===== src/hdl/fsrl_pkg.sv =====
`timescale 1ns / 1ps

package fsrl_pkg;

	// Sector geometry: SLOTS slots of four bytes, slot 0 is the header
	localparam int SLOTS        = 32;
	localparam int FULL_AT_INIT = 30;
	localparam int SLOT_W       = $clog2(SLOTS);
	// next_slot never exceeds FULL_AT_INIT + 1
	localparam int NS_W         = $clog2(FULL_AT_INIT + 2);
	localparam int CMP_W        = ((NS_W > SLOT_W) ? NS_W : SLOT_W) + 2;
	localparam int ROW_W        = 32;

	localparam logic [7:0]       REC_MARK   = 8'hA5;
	localparam logic [7:0]       HDR_MARK   = 8'h5A;
	localparam logic [ROW_W-1:0] ERASED_ROW = '1;

	// Settings emitted on power recovery in test mode
	localparam logic [7:0] RST_SPEED = 8'd1;
	localparam logic [7:0] RST_HEAT  = 8'd1;
	localparam logic [7:0] RST_COOL  = 8'd0;

	// Configuration register indexes
	localparam int CFG_IDX_W = 2;
	localparam logic [CFG_IDX_W-1:0] CFG_TEST_MODE     = 2'd0;
	localparam logic [CFG_IDX_W-1:0] CFG_DEFAULT_SPEED = 2'd1;
	localparam logic [CFG_IDX_W-1:0] CFG_DEFAULT_HEAT  = 2'd2;
	localparam logic [CFG_IDX_W-1:0] CFG_DEFAULT_COOL  = 2'd3;

	// Operation codes
	localparam logic OP_RESTORE = 1'b0;
	localparam logic OP_TICK    = 1'b1;

	// Save phase codes
	localparam logic [1:0] PH_IDLE    = 2'd0;
	localparam logic [1:0] PH_PENDING = 2'd1;
	localparam logic [1:0] PH_SAVED   = 2'd2;

	// One returned sector row for the scan unit
	typedef struct packed {
		logic              act;
		logic [SLOT_W-1:0] idx;
		logic [ROW_W-1:0]  row;
	} scan_ctl_t;

	// What the scan has found so far
	typedef struct packed {
		logic              hdr_ok;
		logic [15:0]       hdr_cnt;
		logic [SLOT_W-1:0] found;
		logic [7:0]        speed;
		logic [7:0]        heat;
		logic [7:0]        cool;
	} scan_res_t;

endpackage


===== src/hdl/fsrl_ram.sv =====
`timescale 1ns / 1ps

module fsrl_ram #(
	parameter int WIDTH = 32,
	parameter int DEPTH = 32
) (
	input  logic                     clk,
	input  logic                     we,
	input  logic [$clog2(DEPTH)-1:0] waddr,
	input  logic [WIDTH-1:0]         wdata,
	input  logic [$clog2(DEPTH)-1:0] raddr,
	output logic [WIDTH-1:0]         rdata
);

	logic [WIDTH-1:0] mem_q [DEPTH];

	// One write port, one registered read port
	always_ff @(posedge clk) begin
		if (we) begin
			mem_q[waddr] <= wdata;
		end
		rdata <= mem_q[raddr];
	end

endmodule


===== src/hdl/fsrl_scan.sv =====
`timescale 1ns / 1ps

module fsrl_scan import fsrl_pkg::*; (
	input  logic      clk,
	input  logic      arst_n,
	input  scan_ctl_t ctl,
	output scan_res_t res
);

	logic hdr_ok_q;
	logic [15:0] hdr_cnt_q;
	logic [SLOT_W-1:0] found_q;
	logic [7:0] speed_q, heat_q, cool_q;
	logic mark_hit;

	// Shared marker compare, used for the header and for every record slot
	assign mark_hit = (ctl.row[7:0] == REC_MARK);

	always_ff @(posedge clk or negedge arst_n) begin
		if (!arst_n) begin
			hdr_ok_q <= 1'b0;
		end else if (ctl.act && (ctl.idx == '0)) begin
			hdr_ok_q <= mark_hit;
		end
	end

	// Header count and newest record; slot 1 is taken as fallback
	always_ff @(posedge clk) begin
		if (ctl.act) begin
			if (ctl.idx == '0) begin
				hdr_cnt_q <= ctl.row[31:16];
			end else if (mark_hit || (ctl.idx == SLOT_W'(1))) begin
				found_q <= ctl.idx;
				speed_q <= ctl.row[15:8];
				heat_q  <= ctl.row[23:16];
				cool_q  <= ctl.row[31:24];
			end
		end
	end

	assign res.hdr_ok  = hdr_ok_q;
	assign res.hdr_cnt = hdr_cnt_q;
	assign res.found   = found_q;
	assign res.speed   = speed_q;
	assign res.heat    = heat_q;
	assign res.cool    = cool_q;

endmodule


===== src/hdl/flash_settings_record_log.sv =====
`timescale 1ns / 1ps

// Settings record log on an emulated 128-byte flash sector (32 slots of 4 bytes).
// Pulse start while busy is low to hand over one item; exactly one result follows,
// shown for a single cycle while done is high, and it must be taken then since
// the block cannot be stalled. A power-up restore scans the sector one slot per
// cycle through the single read port of the sector memory and may then erase
// and rewrite the sector. A tick may append a record, or erase and rewrite the
// sector, the header and the first record going through the single write port
// one after the other. Erasing clears the valid flags of all slots but the
// header's at once; reset leaves the sector erased with no clearing pass.
// Configuration writes (wr_en, wr_index, wr_data) take effect at once and
// belong in idle time only.
module flash_settings_record_log import fsrl_pkg::*; (
	input  logic                 clk,
	input  logic                 arst_n,
	input  logic                 start,
	output logic                 busy,
	input  logic                 operation,
	input  logic                 power_lost,
	input  logic                 motor_ready,
	input  logic [7:0]           speed_step,
	input  logic [7:0]           heat_step,
	input  logic [7:0]           cool_level,
	input  logic                 wr_en,
	input  logic [CFG_IDX_W-1:0] wr_index,
	input  logic [7:0]           wr_data,
	output logic                 done,
	output logic                 settings_update,
	output logic [7:0]           new_speed,
	output logic [7:0]           new_heat,
	output logic [7:0]           new_cool,
	output logic                 record_saved,
	output logic                 sector_erased,
	output logic [15:0]          erase_total,
	output logic [4:0]           next_record
);

	typedef enum logic [7:0] {
		ST_IDLE      = 8'b0000_0001,
		ST_DECIDE    = 8'b0000_0010,
		ST_SCAN      = 8'b0000_0100,
		ST_SCAN_WAIT = 8'b0000_1000,
		ST_EVAL      = 8'b0001_0000,
		ST_ERASE     = 8'b0010_0000,
		ST_WRITE     = 8'b0100_0000,
		ST_DONE      = 8'b1000_0000
	} state_t;

	state_t state_q;

	// Configuration
	logic       test_mode_q;
	logic [7:0] def_speed_q, def_heat_q, def_cool_q;

	// Persistent state
	logic [NS_W-1:0]  next_slot_q;
	logic [15:0]      erase_count_q;
	logic [1:0]       phase_q;
	logic             init_done_q;
	logic [SLOTS-1:0] valid_q;

	// Latched item
	logic       op_q, lost_q, ready_q;
	logic [7:0] in_speed_q, in_heat_q, in_cool_q;

	// Working registers
	logic [SLOT_W-1:0] scan_idx_q;
	logic [SLOT_W-1:0] wr_slot_q;
	logic [7:0]        rec_speed_q, rec_heat_q, rec_cool_q;
	logic              res_upd_q, res_saved_q, res_erased_q;
	logic [7:0]        res_speed_q, res_heat_q, res_cool_q;

	// Read pipeline
	logic              rd_act_s1, rd_valid_s1;
	logic [SLOT_W-1:0] rd_idx_s1;

	// Memory port
	logic              ram_we;
	logic [SLOT_W-1:0] ram_waddr;
	logic [ROW_W-1:0]  ram_wdata;
	logic [ROW_W-1:0]  ram_rdata;

	scan_ctl_t scan_ctl;
	scan_res_t scan_res;

	// Shared erase counter incrementer
	logic [15:0] inc_in, inc_out;

	// Tick phase evaluation
	logic [1:0] ph_a, ph_b, ph_final;
	logic       do_save, ph_clear, ns_full, ns_in_sector, found_full;

	assign busy = (state_q != ST_IDLE);

	fsrl_ram #(
		.WIDTH(ROW_W),
		.DEPTH(SLOTS)
	) u_ram (
		.clk   (clk),
		.we    (ram_we),
		.waddr (ram_waddr),
		.wdata (ram_wdata),
		.raddr (scan_idx_q),
		.rdata (ram_rdata)
	);

	// Rows never written since the last erase read as erased
	assign scan_ctl.act = rd_act_s1;
	assign scan_ctl.idx = rd_idx_s1;
	assign scan_ctl.row = rd_valid_s1 ? ram_rdata : ERASED_ROW;

	fsrl_scan u_scan (
		.clk    (clk),
		.arst_n (arst_n),
		.ctl    (scan_ctl),
		.res    (scan_res)
	);

	always_ff @(posedge clk or negedge arst_n) begin
		if (!arst_n) begin
			rd_act_s1 <= 1'b0;
		end else begin
			rd_act_s1 <= (state_q == ST_SCAN);
		end
	end

	always_ff @(posedge clk) begin
		rd_idx_s1   <= scan_idx_q;
		rd_valid_s1 <= valid_q[scan_idx_q];
	end

	// Write port: header row during erase, record row otherwise
	always_comb begin
		ram_we    = (state_q == ST_ERASE) || (state_q == ST_WRITE);
		ram_waddr = wr_slot_q;
		ram_wdata = {rec_cool_q, rec_heat_q, rec_speed_q, REC_MARK};
		if (state_q == ST_ERASE) begin
			ram_waddr = '0;
			ram_wdata = {erase_count_q[15:8], erase_count_q[7:0], HDR_MARK, REC_MARK};
		end
	end

	assign inc_in  = (state_q == ST_EVAL) ? scan_res.hdr_cnt : erase_count_q;
	assign inc_out = inc_in + 16'd1;

	// Tick phase sequence
	always_comb begin
		ph_a     = (lost_q && ready_q && (phase_q == PH_IDLE)) ? PH_PENDING : phase_q;
		do_save  = (ph_a == PH_PENDING);
		ph_b     = do_save ? PH_SAVED : ph_a;
		ph_clear = (ph_b == PH_SAVED) && !lost_q;
		ph_final = ph_clear ? PH_IDLE : ph_b;
	end

	assign ns_full      = (next_slot_q > NS_W'(FULL_AT_INIT));
	assign ns_in_sector = (CMP_W'(next_slot_q) < CMP_W'(SLOTS));
	assign found_full   = (CMP_W'(scan_res.found) >= CMP_W'(FULL_AT_INIT));

	// Configuration registers
	always_ff @(posedge clk or negedge arst_n) begin
		if (!arst_n) begin
			test_mode_q <= 1'b0;
			def_speed_q <= 8'd1;
			def_heat_q  <= 8'd1;
			def_cool_q  <= 8'd0;
		end else if (wr_en) begin
			unique case (wr_index)
				CFG_TEST_MODE:     test_mode_q <= wr_data[0];
				CFG_DEFAULT_SPEED: def_speed_q <= wr_data;
				CFG_DEFAULT_HEAT:  def_heat_q  <= wr_data;
				CFG_DEFAULT_COOL:  def_cool_q  <= wr_data;
				default:           test_mode_q <= test_mode_q;
			endcase
		end
	end

	// Sequencer and persistent state
	always_ff @(posedge clk or negedge arst_n) begin
		if (!arst_n) begin
			state_q       <= ST_IDLE;
			next_slot_q   <= '0;
			erase_count_q <= '0;
			phase_q       <= PH_IDLE;
			init_done_q   <= 1'b0;
			valid_q       <= '0;
			scan_idx_q    <= '0;
		end else begin
			unique case (state_q)
				ST_IDLE: begin
					if (start) begin
						state_q <= ST_DECIDE;
					end
				end
				ST_DECIDE: begin
					if (op_q == OP_RESTORE) begin
						if (init_done_q) begin
							state_q <= ST_DONE;
						end else begin
							init_done_q <= 1'b1;
							scan_idx_q  <= '0;
							state_q     <= ST_SCAN;
						end
					end else begin
						phase_q <= ph_final;
						if (do_save && !test_mode_q && ns_full) begin
							erase_count_q <= inc_out;
							state_q       <= ST_ERASE;
						end else if (do_save && !test_mode_q) begin
							next_slot_q <= next_slot_q + NS_W'(1);
							state_q     <= ns_in_sector ? ST_WRITE : ST_DONE;
						end else begin
							state_q <= ST_DONE;
						end
					end
				end
				ST_SCAN: begin
					scan_idx_q <= scan_idx_q + SLOT_W'(1);
					if (scan_idx_q == SLOT_W'(SLOTS - 1)) begin
						state_q <= ST_SCAN_WAIT;
					end
				end
				ST_SCAN_WAIT: begin
					state_q <= ST_EVAL;
				end
				ST_EVAL: begin
					if (!scan_res.hdr_ok) begin
						erase_count_q <= 16'd1;
						state_q       <= ST_ERASE;
					end else if (found_full) begin
						erase_count_q <= inc_out;
						state_q       <= ST_ERASE;
					end else begin
						erase_count_q <= scan_res.hdr_cnt;
						next_slot_q   <= NS_W'(scan_res.found) + NS_W'(1);
						state_q       <= ST_DONE;
					end
				end
				ST_ERASE: begin
					valid_q     <= SLOTS'(1);
					next_slot_q <= NS_W'(2);
					state_q     <= ST_WRITE;
				end
				ST_WRITE: begin
					valid_q[wr_slot_q] <= 1'b1;
					state_q            <= ST_DONE;
				end
				ST_DONE: begin
					state_q <= ST_IDLE;
				end
				default: begin
					state_q <= ST_IDLE;
				end
			endcase
		end
	end

	// Item latch, record data and result fields
	always_ff @(posedge clk) begin
		case (state_q)
			ST_IDLE: begin
				op_q         <= operation;
				lost_q       <= power_lost;
				ready_q      <= motor_ready;
				in_speed_q   <= speed_step;
				in_heat_q    <= heat_step;
				in_cool_q    <= cool_level;
				res_upd_q    <= 1'b0;
				res_saved_q  <= 1'b0;
				res_erased_q <= 1'b0;
				res_speed_q  <= '0;
				res_heat_q   <= '0;
				res_cool_q   <= '0;
			end
			ST_DECIDE: begin
				rec_speed_q <= in_speed_q;
				rec_heat_q  <= in_heat_q;
				rec_cool_q  <= in_cool_q;
				wr_slot_q   <= SLOT_W'(next_slot_q);
				if (op_q == OP_TICK) begin
					if (do_save && !test_mode_q) begin
						res_saved_q  <= ns_full || ns_in_sector;
						res_erased_q <= ns_full;
					end
					if (ph_clear && test_mode_q) begin
						res_upd_q   <= 1'b1;
						res_speed_q <= RST_SPEED;
						res_heat_q  <= RST_HEAT;
						res_cool_q  <= RST_COOL;
					end
				end
			end
			ST_EVAL: begin
				res_upd_q <= 1'b1;
				if (!scan_res.hdr_ok) begin
					rec_speed_q  <= def_speed_q;
					rec_heat_q   <= def_heat_q;
					rec_cool_q   <= def_cool_q;
					res_speed_q  <= def_speed_q;
					res_heat_q   <= def_heat_q;
					res_cool_q   <= def_cool_q;
					res_saved_q  <= 1'b1;
					res_erased_q <= 1'b1;
				end else begin
					rec_speed_q  <= scan_res.speed;
					rec_heat_q   <= scan_res.heat;
					rec_cool_q   <= scan_res.cool;
					res_speed_q  <= scan_res.speed;
					res_heat_q   <= scan_res.heat;
					res_cool_q   <= scan_res.cool;
					res_saved_q  <= found_full;
					res_erased_q <= found_full;
				end
			end
			ST_ERASE: begin
				wr_slot_q <= SLOT_W'(1);
			end
			default: begin
				wr_slot_q <= wr_slot_q;
			end
		endcase
	end

	// Result ports
	assign done            = (state_q == ST_DONE);
	assign settings_update = res_upd_q;
	assign new_speed       = res_speed_q;
	assign new_heat        = res_heat_q;
	assign new_cool        = res_cool_q;
	assign record_saved    = res_saved_q;
	assign sector_erased   = res_erased_q;
	assign erase_total     = erase_count_q;
	assign next_record     = 5'(next_slot_q);

	// An erase always rewrites the first record and leaves slot 2 next
	a_erase_saves: assert property (@(posedge clk) disable iff (!arst_n)
		done && sector_erased |-> record_saved && (next_record == 5'd2))
		else $error("erase without rewrite");

	// Memory is only written inside an item
	a_write_busy: assert property (@(posedge clk) disable iff (!arst_n)
		ram_we |-> busy && !done)
		else $error("sector write outside an item");

	// The result strobe lasts one cycle and frees the block
	a_done_free: assert property (@(posedge clk) disable iff (!arst_n)
		done |=> !busy && !done)
		else $error("result strobe held");

	// An erase leaves only the header valid and moves on to the record write
	a_hdr_write: assert property (@(posedge clk) disable iff (!arst_n)
		(state_q == ST_ERASE) |=> (valid_q == SLOTS'(1)) && (state_q == ST_WRITE))
		else $error("erase sequence broken");

	// A restore only ever runs its scan once
	a_scan_once: assert property (@(posedge clk) disable iff (!arst_n)
		$rose(rd_act_s1) |-> init_done_q && $past(init_done_q) && (rd_idx_s1 == '0))
		else $error("scan started out of order");

endmodule

===== config.mk =====
export PLATFORM = sky130hd
export DESIGN_NAME = flash_settings_record_log
export DESIGN_NICKNAME = d
export VERILOG_FILES = /design/src/hdl/fsrl_pkg.sv /design/src/hdl/fsrl_ram.sv /design/src/hdl/fsrl_scan.sv /design/src/hdl/flash_settings_record_log.sv
export SDC_FILE = /design/constraint.sdc
export NUM_CORES = 1
export LEC_CHECK = 0
export BUFFER_PORTS_ARGS = -buffer_cell sky130_fd_sc_hd__buf_4
export CORE_MARGIN = 2
export CORE_UTILIZATION = 65
export DETAILED_ROUTE_END_ITERATION = 8
export PLACE_DENSITY = 0.82
export RECOVER_POWER = 25
export SLEW_MARGIN = 5
export SYNTH_ARGS = -nofsm -noshare
export SYNTH_HDL_FRONTEND = slang
export SYNTH_SLANG_ARGS = --single-unit

===== constraint.sdc =====
create_clock -name clk -period 7.3 [get_ports clk]
set_input_delay 1.095 -clock clk [delete_from_list [all_inputs] [get_ports clk]]
set_output_delay 1.095 -clock clk [all_outputs]
set_load 0.01 [all_outputs]

* Word-level counts from Yosys, hierarchy flattened
Memory sizes are Yosys's and may differ from the RTL's. A register that Yosys moved wholly into a read port is not among the register bits. Index checks and enable logic that the tools add are counted. W data, S select, Z words.
Word-level totals: memories 1, memory bits (writable) 1024, register bits after elaboration 230, word-level logic and storage cells 173, output and inout bits 50
Operators by class: magnitude comparators 5, bitwise gates (word level) 3, add/sub/neg operators 4, mux-type cells 61, reductions and logical operators 35, equal/unequal tests 28
Memories:
- u_ram.mem_q | depth 32, bits a word 32, rd ports 1, clocked after memory_dff 1, wr ports 1, RTL line fsrl_ram.sv:15 | logic [WIDTH-1:0] mem_q [DEPTH];
Operators with widths (count):
- $mux W8 | 15
- $mux W16 | 5
- $pmux W8 S3 | 3
- $mux W32 | 2
- $pmux W32 S2 | 1
- $pmux W8 S7 | 1
- $pmux W8 S2 | 3
- $mux W5 | 8
- $or A32 B32 Y32 | 1
- $pmux W16 S2 | 1
- $pmux W5 S2 | 2
- $ne A2 B2 Y1 const B | 9
- $add A16 B1 Y16 const B | 1
- $eq A8 B8 Y1 const B | 2
- $reduce_and A2 Y1 | 8
- $add A5 B1 Y5 const B | 3
- $pmux W5 S3 | 1
- $reduce_and A3 Y1 | 5
- $lt A5 B6 Y1 const B | 2
- $mux W1 | 11
- $pmux W1 S3 | 3
- $eq A8 B1 Y1 const B | 1
- $eq A8 B2 Y1 const B | 1
- $eq A8 B3 Y1 const B | 1
- 25 further kinds | 46

* Longest topological paths before layout
depth in word-level cells 11, depth in mapped cells 15, depth with buffers taken out 11

* Modules after synthesis
Synthesis repeated with hierarchy kept, for this count alone.
Unflattened totals: cell total of the unflattened synthesis 3075, area total of the unflattened synthesis 50815.0 um2
By module, submodules not included:
- fsrl_ram | cells each 2260, times used 1, sequential area each 31390.1 um2, area each 40492.6 um2
- flash_settings_record_log | cells each 758, times used 1, sequential area each 4993.5 um2, area each 8857.2 um2
- fsrl_scan | cells each 57, times used 1, sequential area each 1376.3 um2, area each 1465.2 um2

* Worst setup path before layout
No wires, ideal clock.
path kind reg2reg, start point register state_q[5], end point memory u_ram.mem_q[0][10] (enable), data required time 6860 ps, slack 3872 ps, buffers on the path 1, clock period less this slack 3428 ps, arrival time 2988 ps, stages on the path, launching flop included 7, path through dfrtp_1 clkbuf_1 nor3_1 nand4_1 nor2_1 nand2_1 o21ai_0
Between the ends: longest elaborated chain between the ends 4, elaborated cells on any way between the ends 6, classes of those cells eq/ne (2); mux (3); reduce/logical (1)
RTL lines:
- start: declaration | RTL line flash_settings_record_log.sv:50 | state_t state_q;
- start signal: assignment | RTL line flash_settings_record_log.sv:211 | state_q <= ns_in_sector ? ST_WRITE : ST_DONE;
- $eq A8 B6 Y1 or $eq A8 B7 Y1 (tied branches) | RTL line flash_settings_record_log.sv:135, flash_settings_record_log.sv:138
- $logic_or A1 B1 Y1 | RTL line flash_settings_record_log.sv:135 | ram_we = (state_q == ST_ERASE) || (state_q == ST_WRITE);
- $mux W1 | RTL line fsrl_ram.sv:19 | if (we) begin
- $mux W1 (implied by the code) | RTL line fsrl_ram.sv:20 | mem_q[waddr] <= wdata;
- end: declaration | RTL line fsrl_ram.sv:15
Several ways; a longest one is shown, not always the timed one.

==> flow_summary.yaml <==
run_status:
  outcome: "complete, but fails checks"
  violations: "capacitance limit, slew limit"
setup_path:
  cp-end-kind: "flip-flop"
  cpPeakStageDelay_ns: 3.33
  critPathMaxFanout: 53
  crit_arrival_ns: 5.47
  worst_setup_path_start_kind: "flip-flop"
  path_cells: "clkbuf_1, mux4_2, mux2_2"
  path_buf_inv: 1
  slowest_stage: "clkbuf_1"
  required_ns: 7.89
  crit_family: "buffers and inverters"
  path_class: "flip-flop to flip-flop"
finish:
  multi_input_area_mm2: 0.00952
  antenna_cells: 0
  final_nets: 2162
  seq_area_mm2: 0.0299
  fillers: 3193
  final_cell_area_mm2: 0.0445
  area_growth_pct: 12.1
  drive_above_1_share_pct: 25.8
  final_core_util_pct: 73.8
sta:
  tightest_slew_ns: 4.80
  layout_min_cycle_time_ns: 4.87
  slew_viol_final: 318
  slew-limit-headroom_pct: -220
  fmax_ghz: 0.205
  rsz0062_at_grt: "false"
  period_share_pct: 66.8
  setup_tns_ns: 0
  finalSetupViolations: 0
  finalClockSkew_ns: 0.0170
  hold_violations: 0
global_routing:
  grt_max_degree: 106
  antenna_found_initial: 1
  globalRouteOverflowTotal: 0
  grt_use_total_pct: 35.5
  grt_pass1_wl_mm: 157
  grt_pass1_vias: 21700
routing:
  drt-total-wl_mm: 109
  ant_nets: 0
  dr.pass1.iters: 6
  dr.first_iter.drc_count: 3408
  vias_per_cell: 7.31
  wl_per_cell_um: 36.6
  drc: 0
  vias: 21800
power:
  p_leak_uw: 0.0145
  p_per_area_mw_per_mm2: 324
  irDropWorstVdd_v: 0.000232
logic_synthesis:
  syn_inst: 1968
  avgSynthCellArea_um2: 20.2
  yosysWarnings: 0
  synth_edf_count: 896
  synthFlopType: "edfxtp_1"
  synth-seq-area-share_pct: 75.3
  synth_top_area_share_pct: 67.7
  yosysUniqueCellTypes: 62
  synth-seq-cells: 1022
  syn_nets: 2015
  yosys.area.top_type: "edfxtp_1"
  synth_area_leaders: "edfxtp_1 68%, mux4_2 14%, dfrtp_1 5.9%"
  netlist_area_mm2: 0.0397
  asyncSetResetFlopFracSynth_pct: 9.39
cts:
  clock_path_buffers: 3
  cts_root_buf: "clkbuf_16"
  cts_setup_buffers: 0
  cts-buffers-inserted: 100
  cts_tree: "done"
  path_clk_slew_ns: 0.06
  clkSinkCount: 1022
  cts_resized: 0
  ctsHoldBuffers: 0
  htree_levels: 3
  insertion_delay_ns: 0.67
floorplan:
  ios: 91
  die_area_mm2: 0.0631
  chipHeight_um: 251
  die_w_um: 251
  core_mm2: 0.0604
  rows: 90
  start_util_pct: 65.9
placement:
  postPlaceCellArea_mm2: 0.0417
  io_buffer_count: 90
  dp_hpwl_mm: 57.2
  gp_congestion: 0.942
flow_run:
  drv_cap: 10
worst_hold_path:
  hold_path_class: "flip-flop to flip-flop"
layout by cell type, fill, tap and decap left out, types with 11 or more instances in the layout:
cell type    n
mux2i_1     32
nand2_1    108
dfrtp_1     91
clkinv_1    13
o21a_1      18
dfxtp_1     30
clkbuf_4    27
edfxtp_1   896
a21oi_1     19
nor2_4      16
inv_1       13
buf_4       55
nand3_1     23
mux2_2      53
clkbuf_1    85
clkinv_2    21
nor2_1      64
nand2b_1    37
a21o_1      41
mux4_2     250
o21ai_0     30
xor2_1      12
nor3_1      11
clkbuf_16  102
area by class of cell:
| type | instances | share of cell area, % |
|---|---|---|
| Clock buffer | 135 | 6.14 |
| Clock inverter | 50 | 1.05 |
| Multi-Input combinational cell | 836 | 21.4 |
| Sequential cell | 1022 | 67.2 |
| Inverter | 13 | 0.110 |
| Timing Repair Buffer | 142 | 1.96 |
| Tap cell | 782 | 2.20 |
final timing paths:
path / slack, ns / end / startpoint / cells past startpoint
min in group asynchronous: 0.83 / next_record[4] / arst_n / 1
worst max-delay path: 2.43 / u_ram.rdata[10] / scan_idx_q[3] / 3
max in group asynchronous: 4.74 / valid_q[0] / arst_n / 2
worst min-delay path: 0.45 / u_scan.found_q[4] / rd_idx_s1[4] / 0
worst min register to register: 0.45 / u_scan.found_q[4] / rd_idx_s1[4] / 0
worst max register to register: 2.43 / u_ram.rdata[10] / scan_idx_q[3] / 3
kinds of logic after synthesis:
group | count (synthesis) | share of synthesized area [%]
AOI/OAI and AO/OA | 151 | 2.58
xor gates and xnor gates | 18 | 0.397
adders and majority gates | 6 | 0.189
buffers and inverters | 110 | 1.17
DFF | 1022 | 75.3
muxes | 336 | 16.5
and+or+nand+nor | 325 | 3.91
synth_stat cells, types with 3 or more instances:
master / instances
or2_2: 3
a21oi_1: 19
ha_1: 6
or4_1: 3
buf_4: 7
inv_1: 13
xnor2_1: 6
xor2_1: 12
nand4_1: 10
mux2_2: 54
nor4_1: 5
dfrtp_1: 93
nor3_1: 12
clkbuf_1: 54
nor2b_1: 3
a21o_1: 41
dfxtp_1: 30
buf_1: 15
nor2_1: 79
o22ai_1: 7
and3_1: 10
nand2b_1: 37
nand3b_1: 4
and4_1: 4
dfstp_2: 3
mux2i_1: 32
o211ai_1: 3
nand2_1: 109
and2_1: 12
a22oi_1: 5
o21a_1: 18
buf_2: 20
edfxtp_1: 896
or3_1: 3
o21ai_0: 34
mux4_2: 250
nand3_1: 23
metrics by stage:
step	setup slack, ns	hold slack [ns]	cells	power, uW
after floorplan	3.87	0.345	1968	8720
after global placement	3.96	0.416	2795	9370
after detailed placement	3.79	0.424	2795	9460
after CTS	3.69	0.342	2980	14500
after global routing	2.44	0.461	2980	14800
final	2.43	0.448	2980	14400
registers in the layout (all words and copies together) (netlist names), 16 cells and up:
name / cells
u_ram.mem_q: 768
erase_total: 16
valid_q: 32
u_scan.hdr_cnt_q: 16
u_ram.rdata: 24
report_power, final:
group          total, uW  switching (uW)  internal, uW
Combinational       2150            1150          1000
Sequential          7190             283          6900
Clock               5100            2240          2860
metal layers:
metal / wire length, um / part of all wire (%) / GRT usage [%] / vias up
met4: 5680 / 5.2 / 16.0 / 2
met5: 13 / 0.012 / 0 / -
li1: - / - / - / 8281
met1: 37300 / 34 / 47.5 / 11200
met2: 52400 / 48 / 56.0 / 1936
met3: 13700 / 13 / 9.42 / 360
Note: power is estimated with default switching activity, not from simulation.
